**src/rtl/mf33_pkg.sv**
```systemverilog
// Shared types and constants for the 3x3 mean filter.
// No dependencies.
package mf33_pkg;

  localparam int MAX_ROW_BYTES = 4096;
  localparam int MAX_CHANNELS  = 4;
  localparam int WIN_DEPTH     = 2 * MAX_CHANNELS;
  localparam int ADDR_W        = $clog2(MAX_ROW_BYTES);
  localparam int WIN_IDX_W     = $clog2(WIN_DEPTH);

  localparam logic [15:0] MEAN_ROUND_BIAS = 16'd5;
  // floor(x / 9) == (x * 7282) >> 16 for every x below 32768
  localparam logic [15:0] DIV9_RECIP      = 16'd7282;

  localparam logic [1:0] CFG_PIXELS   = 2'd0;
  localparam logic [1:0] CFG_ROWS     = 2'd1;
  localparam logic [1:0] CFG_CHANNELS = 2'd2;

  localparam logic OP_PIXEL = 1'b0;
  localparam logic OP_DRAIN = 1'b1;

  localparam logic [1:0] KIND_ROW0 = 2'd0;  // first row: fill stores only
  localparam logic [1:0] KIND_PIX  = 2'd1;  // pixel that completes a column
  localparam logic [1:0] KIND_DCOL = 2'd2;  // drain over the last row
  localparam logic [1:0] KIND_TAIL = 2'd3;  // drain of the trailing bytes

  typedef struct packed {
    logic [1:0]        kind;
    logic              lt_c;
    logic              eq_cm1;
    logic              ge_2c;
    logic              tail;
    logic              last;
    logic              has_res;
    logic [2:0]        chan;
    logic [ADDR_W-1:0] addr;
    logic [7:0]        pix;
  } mf33_ctl_t;

  // total is a sum of three column sums, at most 9 * 255
  function automatic logic [7:0] mean9(input logic [11:0] total);
    logic [12:0] t;
    logic [26:0] p;
    t = {1'b0, total} + 13'(MEAN_ROUND_BIAS);
    p = 27'(t) * 27'(DIV9_RECIP);
    return p[23:16];
  endfunction

endpackage

```
**src/rtl/mf33_window.sv**
```systemverilog
// Column sum window and mean computation for one beat.
// Depends on mf33_pkg.
module mf33_window
  import mf33_pkg::*;
(
  input  logic       clk,
  input  logic       rst_n,
  input  logic       step,
  input  mf33_ctl_t  ctl,
  input  logic [9:0] col_sum,
  output logic [7:0] mean_value,
  output logic       end_of_row,
  output logic       end_of_image
);

  logic [9:0]           win_r [WIN_DEPTH];
  logic [WIN_IDX_W-1:0] idx_near;
  logic [WIN_IDX_W-1:0] idx_far;
  logic [9:0]           w_near;
  logic [9:0]           w_far;
  logic [11:0]          total;
  logic [9:0]           left;

  assign idx_near = WIN_IDX_W'({1'b0, ctl.chan} - 4'd1);
  assign idx_far  = WIN_IDX_W'({ctl.chan, 1'b0} - 4'd1);
  assign w_near   = win_r[idx_near];
  assign w_far    = win_r[idx_far];
  assign left     = ctl.ge_2c ? w_far : w_near;

  always_comb begin
    if (ctl.kind == KIND_TAIL || ctl.lt_c) begin
      total = {2'b0, w_far} + {1'b0, w_near, 1'b0};
    end else begin
      total = {2'b0, left} + {2'b0, w_near} + {2'b0, col_sum};
    end
  end

  assign mean_value   = mean9(total);
  assign end_of_row   = (ctl.kind == KIND_TAIL) ? ctl.last : (ctl.lt_c & ctl.eq_cm1);
  assign end_of_image = (ctl.kind == KIND_TAIL) & ctl.last;

  // advance the window on every beat but first-row fills
  always_ff @(posedge clk) begin
    if (!rst_n) begin
      for (int i = 0; i < WIN_DEPTH; i++) win_r[i] <= '0;
    end else if (step && ctl.kind != KIND_ROW0) begin
      win_r[0] <= (ctl.kind == KIND_TAIL) ? 10'd0 : col_sum;
      for (int i = 1; i < WIN_DEPTH; i++) win_r[i] <= win_r[i-1];
    end
  end

endmodule

```
**config.mk**
```make
export PLATFORM = sky130hd
export DESIGN_NAME = mf33_window
export DESIGN_NICKNAME = d
export VERILOG_FILES = /design/src/rtl/mf33_pkg.sv /design/src/rtl/mf33_window.sv
export SDC_FILE = /design/constraint.sdc
export NUM_CORES = 1
export LEC_CHECK = 0
export BUFFER_PORTS_ARGS = -buffer_cell sky130_fd_sc_hd__buf_2
export CAP_MARGIN = 20
export CORE_MARGIN = 5
export CORE_UTILIZATION = 45
export CTS_CLUSTER_DIAMETER = 60
export DETAILED_ROUTE_END_ITERATION = 10
export PLACE_DENSITY = 0.66
export RECOVER_POWER = 100
export SYNTH_ARGS = -nofsm -noshare
export SYNTH_HDL_FRONTEND = slang
export SYNTH_SLANG_ARGS = --single-unit
```
**constraint.sdc**
```tcl
create_clock -name clk -period 27.7 [get_ports clk]
set_input_delay 5.54 -clock clk [delete_from_list [all_inputs] [get_ports clk]]
set_output_delay 5.54 -clock clk [all_outputs]
set_load 0.02 [all_outputs]
```
Word level (Yosys, flattened, before mapping)
Memories as Yosys holds them, arrays and structs flattened.
Index checks and enable logic that the tools add are counted.
- bits in registers: 0
- RAM bits: 80
- input port bits: 44
- output and inout port bits: 10
- logic and storage cells: 38
- memories: 1
- memories (memory ; words ; width ; rd ports ; clocked after memory_dff ; write ports ; line ; RTL):
    win_r ; 8 ; 10 ; 9 ; 0 ; 8 ; mf33_window.sv:16 ; logic [9:0] win_r [WIN_DEPTH];
- $add $sub $neg: 6
- $mul: 1
- equality and inequality tests: 1
- mux-type cells: 16
- bitwise gates (word level): 10
- reductions and logical operators: 3
- operator list (operator ; count):
    two-way mux 10 bit ; 10
    multiplier 13 x 12 -> 23 bit, second input constant ; 1
    adder 12 x 3 -> 13 bit, second input constant ; 1
    adder 10 x 11 -> 12 bit ; 1
    adder 11 x 10 -> 12 bit ; 1
    two-way mux 12 bit ; 1
    adder 10 x 10 -> 11 bit ; 1
    OR 1 bit ; 8
    subtractor 3 x 1 -> 3 bit, second input constant ; 2
    two-way mux 1 bit ; 5
    AND 1 bit ; 2
    equality test 2 bit, second input constant ; 1
    nonzero test 2 bit ; 1
    logical AND 1 bit ; 1
    logical OR 1 bit ; 1

Logic depth before layout (Yosys ltp)
Gate-level depths: netlist of run 1.
An unclocked memory read counts as a cell.
- depth after elaboration: 8
- gate-level depth with buffers: 40
- depth with buffers taken out: 37

Worst setup path before layout of run 1
No wires, ideal clock.
- kind: input port to output port
- start point: input ctl[20] (netlist bit)
- end point: output mean_value[7]
- arrival: 14713 ps
- data required time: 22160 ps
- path slack: 7447 ps
- cell stages on the path: 38
- path buffers: 3
- cells stage by stage: buf_6 clkinv_1 ha_1 xor2_1 buf_2 buf_1 mux4_2 mux2i_1 o21ai_0 fa_1 ha_1 inv_1 fa_1 nand2b_1 a21oi_1 nor2_1 nor4b_1 o211ai_2 [2 not listed] inv_2 fa_1 ha_1 inv_1 fa_1 inv_1 fa_1 inv_1 fa_1 inv_1 ha_1 a21o_1 or4_1 a31oi_1 o31a_1 o21ai_2 o41ai_1 xnor2_1
- word-level cells in the longest chain between the ends: 8
- elaborated cells between the ends (all ways): 10
- those cells by class: 6 x add/sub; 1 x mul; 2 x mux; 1 x memory
- RTL lines (item ; line ; RTL):
    from (decl) ; mf33_window.sv:9 ; input mf33_ctl_t ctl,
    subtractor 3 x 1 -> 3 bit (on tied branches) ; mf33_window.sv:24, mf33_window.sv:25 ;
    memory read (8 x 10 bit) (*) ; n/a ;
    two-way mux 10 bit ; mf33_window.sv:28 ; assign left = ctl.ge_2c ? w_far : w_near;
    adder 10 x 10 -> 11 bit ; mf33_window.sv:34 ; total = {2'b0, left} + {2'b0, w_near} + {2'b0, col_sum};
    adder 11 x 10 -> 12 bit ; mf33_window.sv:34 ;
    two-way mux 12 bit (*) ; mf33_window.sv:31 ; if (ctl.kind == KIND_TAIL || ctl.lt_c) begin
    adder 12 x 3 -> 13 bit (*) ; mf33_pkg.sv:44 ; t = {1'b0, total} + 13'(MEAN_ROUND_BIAS);
    multiplier 13 x 12 -> 23 bit (*) ; mf33_pkg.sv:45 ; p = 27'(t) * 27'(DIV9_RECIP);
    to (decl) ; mf33_window.sv:11 ; output logic [7:0] mean_value,
Every way passes the cells marked *; elsewhere a longest branch is shown, timed or not.

Final worst setup path of run 1
- start point: input ctl[20] (netlist bit)
- end point: output mean_value[6]
Same word-level chain as after synthesis.

==> results of run 1 <==
-- worst min path at each step --
stage	startpoint	endpoint	slack (ps)	cells after the start
finish	win_r[4][2]	win_r[5][2]	560	1
global placement	win_r[6][5]	win_r[7][5]	530	1
detailed placement	win_r[0][5]	win_r[1][5]	540	1
floorplan	win_r[4][6]	win_r[5][6]	520	1
global route	win_r[2][2]	win_r[3][2]	580	1
CTS	win_r[4][2]	win_r[5][2]	560	1
-- cell type report --
cell class | instances | area (um^2) | area share
Timing Repair Buffer | 35 | 168.9 | 0.02052
Multi-Input combinational cell | 486 | 4812 | 0.5845
Inverter | 74 | 277.8 | 0.03374
Tap cell | 220 | 275.3 | 0.03343
Sequential cell | 80 | 2402 | 0.2918
Clock buffer | 10 | 229.0 | 0.02781
Clock inverter | 6 | 67.56 | 0.008207
-- synth_stat cells (3+ instances only) --
| master | number | area, um^2 |
|---|---|---|
| or3_4 | 3 | 33.78 |
| o21bai_1 | 7 | 52.55 |
| nand2_1 | 16 | 60.06 |
| ha_1 | 86 | 1076 |
| xor2_1 | 19 | 166.4 |
| o21ai_1 | 5 | 25.02 |
| a21oi_1 | 20 | 100.1 |
| xnor2_1 | 19 | 166.4 |
| nand3_1 | 10 | 50.05 |
| a21o_1 | 9 | 67.56 |
| a31oi_1 | 6 | 37.54 |
| o21ai_0 | 10 | 50.05 |
| and3_1 | 14 | 87.58 |
| nor3b_1 | 5 | 37.54 |
| mux4_2 | 30 | 675.7 |
| inv_1 | 71 | 266.5 |
| mux2_2 | 15 | 168.9 |
| buf_2 | 4 | 20.02 |
| nor3_1 | 6 | 30.03 |
| edfxtp_1 | 80 | 2402 |
| clkbuf_1 | 12 | 45.04 |
| o211ai_2 | 3 | 37.54 |
| and2_1 | 75 | 469.2 |
| buf_1 | 4 | 15.01 |
| mux2i_1 | 10 | 100.1 |
| nand4_1 | 5 | 31.28 |
| nor2_1 | 26 | 97.59 |
| fa_1 | 38 | 760.7 |
| o31ai_1 | 3 | 22.52 |
-- metal layers --
| metal | up-vias | share of wire | global-route usage |
|---|---|---|---|
| met2 | 77 | 0.50 | 0.2834 |
| li1 | 2413 | - | - |
| met4 | 0 | 0.021 | 0.04284 |
| met3 | 20 | 0.026 | 0.02264 |
| met5 | - | 0 | 0 |
| met1 | 2560 | 0.45 | 0.2294 |
-- kinds of logic (layout without fill, tap and decap cells) --
family | count (synthesis) | after routing | synth area share
flops | 80 | 80 | 0.3172
fa+ha+maj | 124 | 124 | 0.2426
buf+inv | 95 | 125 | 0.04874
xor+xnor | 41 | 41 | 0.05122
mux | 56 | 56 | 0.1266
other cells | 1 | 5 | 0.0004952
compound gates | 84 | 84 | 0.07882
simple gates | 176 | 176 | 0.1343
-- cell usage in the layout, fill, tap and decap left out, types with 7 or more instances in the layout --
cell and instances:
and3_1 14, o21ai_0 10, edfxtp_1 80, a21o_1 9, xnor2_1 20, mux2i_1 11, fa_1 38, nor2_1 26
mux4_2 30, a21oi_1 20, clkbuf_1 10, ha_1 86, o21bai_1 7, and2_0 46, clkbuf_16 9, nand3_1 10
inv_1 72, and2_1 29, mux2_2 15, nand2_1 16, buf_2 24, xor2_1 18
-- metrics by stage --
stage | std cells | cell area, um^2 | util | hold WS [ps] | setup WS (ps)
after global placement | 895 | 7974 | 0.4825 | 526.7 | 6059
after floorplan | 661 | 7587 | - | 518.3 | 7447
after detailed placement | 895 | 7974 | 0.4825 | 537.2 | 5870
after CTS | 911 | 8270 | 0.5005 | 555.8 | 5843
after global routing | 911 | 8233 | 0.4982 | 579.9 | 2918
final | 911 | 8233 | 0.4982 | 561.2 | 4081
==> flow_summary_export.csv, run 1 <==
group,metric,value,unit
clock_network,postCtsSetupBuffers,0,
setup_path,cp.required,22160,ps
sta,fin_setup_tns,0,ps
final_layout,num_antenna_cells,0,
setup_path,critPathKind,"input pin to primary output",
floorplan,ios,54,
setup_path,crit_family,"adder cells",
final_layout,fill_cells,1451,
setup_path,cp.arrival,18080,ps
sta,clock_skew,5.519,ps
detailed_routing,vias_per_cell,5.565,
clock_network,clock_path_buffers,2,
sta,worst_pin_slew,3211,ps
clock_network,holdBufCountCts,0,
floorplan,core_area,16520,um^2
synthesis,synthCells,657,
setup_path,r2r_cells,1,
sta,relSlewSlack,-1.140,
clock_network,root_buffer,"clkbuf_16",
sta,fmax,0.04234,GHz
floorplan,die_x,139.7,um
detailed_routing,drc,0,
sta,fin_crit,23620,ps
clock_network,cts_tree,"yes",
min_path,hp-class,"flop to flop",
sta,setup_violations,0,
clock_network,cts_resized,0,
final_layout,reg_top3,"win_r: 80 flops",
synthesis,async_flop_share,0,
outcome,status,"finished, violations left",
job,drv_cap,3,
floorplan,std_cell_rows,47,
sta,maxSlewViolCount,169,
setup_path,r2r_end,"win_r[2][6]",
setup_path,end_kind,"primary output",
placement,place_congestion,0.8932,
global_route,grt_pass1_wl,26.96,mm
synthesis,post_synth.cell_area_avg,11.53,um^2
setup_path,path_depth,36,
setup_path,worstReg2RegStart,"win_r[1][6]",
clock_network,clkLatencyLatePin,330,ps
floorplan,die_h,139.7,um
clock_network,cts_made_buffers,9,
floorplan,fp.dieArea,19520,um^2
synthesis,synth.distinct_cells,63,
final_layout,top_register,"win_r",
floorplan,start_util,0.4582,
sta,fin_crit_sh,0.8527,
detailed_routing,drt_iter0_markers,286,
clock_network,clock_sinks,80,
sta,grt_setup_unrepaired,"false",
synthesis,synth_area,7572,um^2
setup_path,r2r_setup_slack,26840,ps
final_layout,fin_nets,854,
detailed_routing,dr_total_vias,5070,
synthesis,ys_seq_elements,80,
detailed_routing,final_antenna_net_count,0,
synthesis,yosys_most_used_dff,"edfxtp_1",
global_route,grt_antenna_before_repair,0,
detailed_routing,wl_per_cell,17.44,um
clock_network,clkSlewWorstSetupHoldPaths,60,ps
outcome,violations,"max-capacitance violations, max-slew violations",
setup_path,worstSetupEndpoint,"mean_value[6]",
setup_path,path_max_fanout,26,
sta,hold_violations,0,
final_layout,drive_gt1_frac,0.1491,
setup_path,startpoint,"ctl[20]",
final_layout,syn2layout_area_growth,8.724,%
detailed_routing,drt_wl_total,15.89,mm
setup_path,cp-start-kind,"input pin",
synthesis,ys_seq_area_frac,0.3173,
global_route,grt.overflow.total,0,
placement,dp_hpwl,12.22,mm
global_route,grt_max_degree,81,
detailed_routing,first_pass_iters,4,
synthesis,yosysWarnings,0,
setup_path,path_buf_inv,10,
synthesis,synth-edff-count,80,
final_layout,largest_reg_flops,80,
clock_network,cts_max_level,3,
setup_path,cpPeakStageDelay,1470,ps
global_route,grt_pass1_vias,5319,
global_route,grt_usage,0.1678,
setup_path,slowest_stage,"clkbuf_1",
placement,port_buffers,31,
Power of run 1 is left out: the tool's default activity adds up to more than one toggle a clock period on the data nets, which glitch-free logic cannot reach.
==> inputs of run 2 (changes only) <==
==> constraint.sdc (replaced) <==
create_clock -name clk -period 27.7 [get_ports clk]
set_input_delay 2.77 -clock clk [delete_from_list [all_inputs] [get_ports clk]]
set_output_delay 2.77 -clock clk [all_outputs]
set_load 0.02 [all_outputs]
==> flow_summary_export.csv, run 2 (synthesized netlist as in run 1, its figures left out) <==
group,metric,value,unit
clock_network,cts_max_level,3,
floorplan,die_x,139.7,um
sta,holdWs,554.7,ps
global_route,grt_usage,0.1689,
setup_path,end_kind,"primary output",
sta,worst_pin_slew,3244,ps
placement,place_congestion,0.8905,
setup_path,cpPeakStageDelay,1510,ps
setup_path,path_depth,37,
detailed_routing,drt_wl_total,15.96,mm
final_layout,syn2layout_area_growth,8.510,%
final_layout,layout_commonest_cell,"ha_1",
setup_path,slowest_stage,"clkbuf_1",
global_route,grt_antenna_before_repair,0,
outcome,status,"finished, violations left",
sta,grt_setup_unrepaired,"false",
sta,fmax,0.05492,GHz
min_path,hold_depth,1,
floorplan,core_area,16520,um^2
final_layout,num_antenna_cells,0,
clock_network,root_buffer,"clkbuf_16",
job,drv_cap,3,
final_layout,top_register,"win_r",
sta,fin_setup_tns,0,ps
final_layout,layout_common_cells,"86 x ha_1, 80 x edfxtp_1, 72 x inv_1",
clock_network,holdBufCountCts,0,
setup_path,cp-start-kind,"input pin",
global_route,grt_pass1_wl,27.11,mm
sta,relSlewSlack,-1.168,
sta,setup_violations,0,
setup_path,path_max_fanout,26,
clock_network,clock_path_buffers,2,
setup_path,cp.required,24930,ps
floorplan,std_cell_rows,47,
clock_network,cts_resized,0,
floorplan,ios,54,
setup_path,critPathKind,"input pin to primary output",
final_layout,reg_top3,"win_r: 80 flops",
clock_network,cts_tree,"yes",
sta,fin_crit,18210,ps
floorplan,start_util,0.4582,
placement,dp_cells,895,
final_layout,fin_nets,854,
final_layout,utilization,0.4972,
floorplan,fp.dieArea,19520,um^2
global_route,grt_pass1_vias,5308,
setup_path,r2r_cells,1,
clock_network,cts_made_buffers,9,
detailed_routing,first_pass_iters,4,
final_layout,drive_gt1_frac,0.1478,
floorplan,die_h,139.7,um
clock_network,clkLatencyLatePin,340,ps
sta,maxSlewViolCount,169,
setup_path,path_buf_inv,10,
detailed_routing,drt_iter0_markers,251,
final_layout,largest_reg_flops,80,
final_layout,instances_no_fill,910,
final_layout,fill_cells,1475,
detailed_routing,vias_per_cell,5.503,
placement,dp_hpwl,12.26,mm
clock_network,postCtsSetupBuffers,0,
sta,hold_violations,0,
clock_network,clock_sinks,80,
detailed_routing,final_antenna_net_count,0,
placement,port_buffers,31,
detailed_routing,dr_total_vias,5008,
setup_path,cp.arrival,15440,ps
global_route,grt_max_degree,81,
clock_network,clkSlewWorstSetupHoldPaths,60,ps
min_path,hp-class,"flop to flop",
outcome,violations,"max-capacitance violations, max-slew violations",
detailed_routing,drc,0,
detailed_routing,wl_per_cell,17.54,um
sta,clock_skew,7.041,ps
sta,fin_crit_sh,0.6573,
setup_path,crit_family,"adder cells",
global_route,grt.overflow.total,0,
run 2: final cells by class:
| type | count | area (um^2) | share of cell area |
|---|---|---|---|
| Clock buffer | 10 | 229.0 | 0.02787 |
| Clock inverter | 5 | 48.80 | 0.005939 |
| Inverter | 74 | 277.8 | 0.03381 |
| Multi-Input combinational cell | 486 | 4815 | 0.5860 |
| Sequential cell | 80 | 2402 | 0.2924 |
| Tap cell | 220 | 275.3 | 0.03350 |
| Timing Repair Buffer | 35 | 168.9 | 0.02056 |
run 2: layer usage:
| layer | GRT usage | vias up | part of all wire |
|---|---|---|---|
| met5 | 0 | - | 0 |
| met3 | 0.02230 | 28 | 0.031 |
| li1 | - | 2408 | - |
| met1 | 0.2284 | 2471 | 0.45 |
| met2 | 0.2856 | 101 | 0.49 |
| met4 | 0.04895 | 0 | 0.024 |
run 2: worst paths after layout:
path | from | to | slack (ps)
setup / recovery | ctl[20] | mean_value[6] | 9490
hold / removal | win_r[0][2] | win_r[1][2] | 550
setup reg to reg | win_r[1][6] | win_r[2][6] | 26850
hold reg to reg | win_r[0][2] | win_r[1][2] | 550
run 2: per-stage QoR:
stage	cell area [um^2]	setup WS, ps
2_1_floorplan	7587	12990
3_3_place_gp	7974	11600
3_5_place_dp	7974	11430
4_1_cts	8252	11390
5_1_grt	8217	8425
6_report	8217	9493
Power of run 2 is left out for the same reason.
==> inputs of run 3 (changes only) <==
--- a/config.mk
+++ b/config.mk
@@ -5,13 +5,14 @@
 export SDC_FILE = /design/constraint.sdc
 export NUM_CORES = 1
 export LEC_CHECK = 0
+export ABC_AREA = 1
 export BUFFER_PORTS_ARGS = -buffer_cell sky130_fd_sc_hd__buf_2
 export CAP_MARGIN = 20
 export CORE_MARGIN = 5
 export CORE_UTILIZATION = 45
 export CTS_CLUSTER_DIAMETER = 60
 export DETAILED_ROUTE_END_ITERATION = 10
-export PLACE_DENSITY = 0.66
+export PLACE_DENSITY = 0.69
 export RECOVER_POWER = 100
 export SYNTH_ARGS = -nofsm -noshare
 export SYNTH_HDL_FRONTEND = slang
==> constraint.sdc (replaced) <==
create_clock -name clk -period 15 [get_ports clk]
set_input_delay 1.5 -clock clk [delete_from_list [all_inputs] [get_ports clk]]
set_output_delay 1.5 -clock clk [all_outputs]
set_load 0.02 [all_outputs]
==> flow_summary_export.csv, run 3 <==
group,metric,value,unit
floorplan,die_h,144.3,um
final_layout,reg_top3,"win_r: 80 flops",
synthesis,synth_area,8112,um^2
global_route,grt_antenna_before_repair,0,
clock_network,clkLatencyLatePin,350,ps
global_route,grt.overflow.total,0,
final_layout,layout_commonest_cell,"nand2_1",
synthesis,yosys.area.top_type_share,0.2962,
sta,grt_setup_unrepaired,"false",
outcome,status,"finished, violations left",
min_path,hp-start,"win_r[6][1]",
synthesis,yosys_most_used_dff,"edfxtp_1",
setup_path,cp.required,13500,ps
final_layout,largest_reg_flops,80,
floorplan,ios,54,
final_layout,utilization,0.4918,
synthesis,synthCells,1050,
synthesis,synth.most_common_cell,"nand2_1",
final_layout,fin_nets,1240,
min_path,holdPathEnd,"win_r[7][1]",
detailed_routing,dr_total_vias,6601,
setup_path,cp-start-kind,"input pin",
clock_network,postCtsSetupBuffers,0,
synthesis,yosysWarnings,0,
sta,maxSlewViolCount,123,
setup_path,cp.arrival,12130,ps
clock_network,clock_sinks,80,
detailed_routing,drt_iter0_markers,539,
synthesis,yosys-top-cells-area,"edfxtp_1 30%, ha_1 13%, nand2_1 11%",
synthesis,synth_top_cell_by_area,"edfxtp_1",
setup_path,end_kind,"primary output",
clock_network,cts_resized,0,
synthesis,synthTopCellsByCount,"239 x nand2_1, 207 x inv_1, 102 x nor2_1",
setup_path,r2r_end,"win_r[2][6]",
sta,fmax,0.07339,GHz
clock_network,root_buffer,"clkbuf_16",
sta,setup_violations,0,
placement,pre_cts_slack,1646,ps
synthesis,ys_seq_area_frac,0.2962,
sta,relSlewSlack,-1.508,
placement,place_congestion,0.9067,
setup_path,r2r_setup_slack,14170,ps
floorplan,core_area,17840,um^2
global_route,grt_max_degree,81,
synthesis,synth.distinct_cells,50,
global_route,grt_usage,0.1754,
floorplan,fp.dieArea,20810,um^2
final_layout,top_register,"win_r",
job,drv_cap,2,
sta,fin_setup_tns,0,ps
detailed_routing,vias_per_cell,5.054,
clock_network,clock_path_buffers,2,
clock_network,holdBufCountCts,0,
synthesis,synth-edff-count,80,
min_path,hp-class,"flop to flop",
setup_path,cpPeakStageDelay,890,ps
sta,fin_ws,1374,ps
clock_network,cts_max_level,3,
synthesis,ys_seq_elements,80,
final_layout,num_antenna_cells,0,
detailed_routing,drc,0,
clock_network,cts_tree,"yes",
final_layout,layout_common_cells,"241 x nand2_1, 208 x inv_1, 103 x nor2_1",
sta,holdWs,533.5,ps
detailed_routing,final_antenna_net_count,0,
clock_network,clkSlewWorstSetupHoldPaths,60,ps
global_route,grt_pass1_vias,6322,
synthesis,async_flop_share,0,
setup_path,worstReg2RegStart,"win_r[1][6]",
sta,hold_violations,0,
final_layout,syn2layout_area_growth,8.175,%
setup_path,r2r_cells,2,
placement,port_buffers,31,
detailed_routing,drt_wl_total,17.19,mm
min_path,hold_depth,2,
setup_path,path_max_fanout,52,
setup_path,slowest_stage,"ha_1",
synthesis,post_synth.cell_area_avg,7.725,um^2
placement,dp_hpwl,13.09,mm
sta,worst_pin_slew,3762,ps
setup_path,critPathMostFrequentCell,"inv_1",
detailed_routing,first_pass_iters,8,
detailed_routing,wl_per_cell,13.17,um
final_layout,drive_gt1_frac,0.07521,
floorplan,start_util,0.4547,
clock_network,cts_made_buffers,9,
floorplan,die_x,144.3,um
global_route,grt_pass1_wl,29.85,mm
sta,fin_crit_sh,0.9084,
setup_path,critPathKind,"input pin to primary output",
sta,fin_crit,13630,ps
floorplan,std_cell_rows,49,
sta,clock_skew,6.682,ps
outcome,violations,"max-capacitance violations, max-slew violations",
## run 3: changes by cell type in the layout (fill, tap and decap cells not counted), sizes merged, moves of 12 or more
cell | previous run | this run
xnor2 | 21 | 9
mux2 | 15 | 0
inv | 73 | 216
and3 | 14 | 0
and2 | 75 | 1
mux4 | 30 | 0
o21ai | 17 | 45
a31oi | 6 | 18
a21oi | 20 | 53
nor2 | 26 | 106
nand2 | 16 | 255
nand3 | 10 | 45
## run 3: area by class of cell
class | count | area, um^2
Timing Repair Buffer | 33 | 160.2
Sequential cell | 80 | 2402
Inverter | 215 | 808.3
Clock buffer | 9 | 225.2
Clock inverter | 7 | 102.6
Fill cell | 1756 | 9066
Tap cell | 229 | 286.5
Multi-Input combinational cell | 733 | 4790
## run 3: logic make-up (layout without fill, tap and decap cells)
logic type      after synthesis  after routing  share of synthesized area
fa+ha+maj                   124            124                     0.2264
mux                           1              1                   0.001234
buf+inv                     241            264                     0.1143
flops                        80             80                     0.2962
other cells                   1              5                  0.0004623
xor+xnor                     22             22                    0.02561
compound gates              145            145                     0.1058
simple gates                436            436                     0.2300
## run 3: how the worst max path moves through the flow
stage,cells past startpoint,startpoint,to
finish,39,ctl[20],mean_value[7]
detailed placement,39,ctl[20],mean_value[7]
CTS,39,ctl[20],mean_value[7]
floorplan,38,ctl[20],mean_value[7]
global route,39,ctl[20],mean_value[7]
global placement,39,ctl[20],mean_value[7]
## run 3: worst max-delay path: cells and delay by family
kind | cells | cell delay, ps
and+or+nand+nor | 12 | 1390
adders and majority gates | 10 | 4790
buffers and inverters | 11 | 2680
AOI/OAI and AO/OA | 3 | 770
xor gates and xnor gates | 2 | 720
muxes | 1 | 210
## run 3: through the flow
stage               cell area [um^2]  cells
floorplan                       8127   1054
global placement                8464   1289
detailed placement              8464   1289
finish                          8775   1306
global route                    8775   1306
CTS                             8792   1305
## run 3: layer usage
layer  global-route usage  up-vias  wire (um)
met5                    0        -          0
li1                     -     3409          -
met4              0.03338        0        201
met2               0.2849      115       7831
met1               0.2521     3055       8520
met3              0.02612       22        640
Power of run 3 is left out for the same reason.
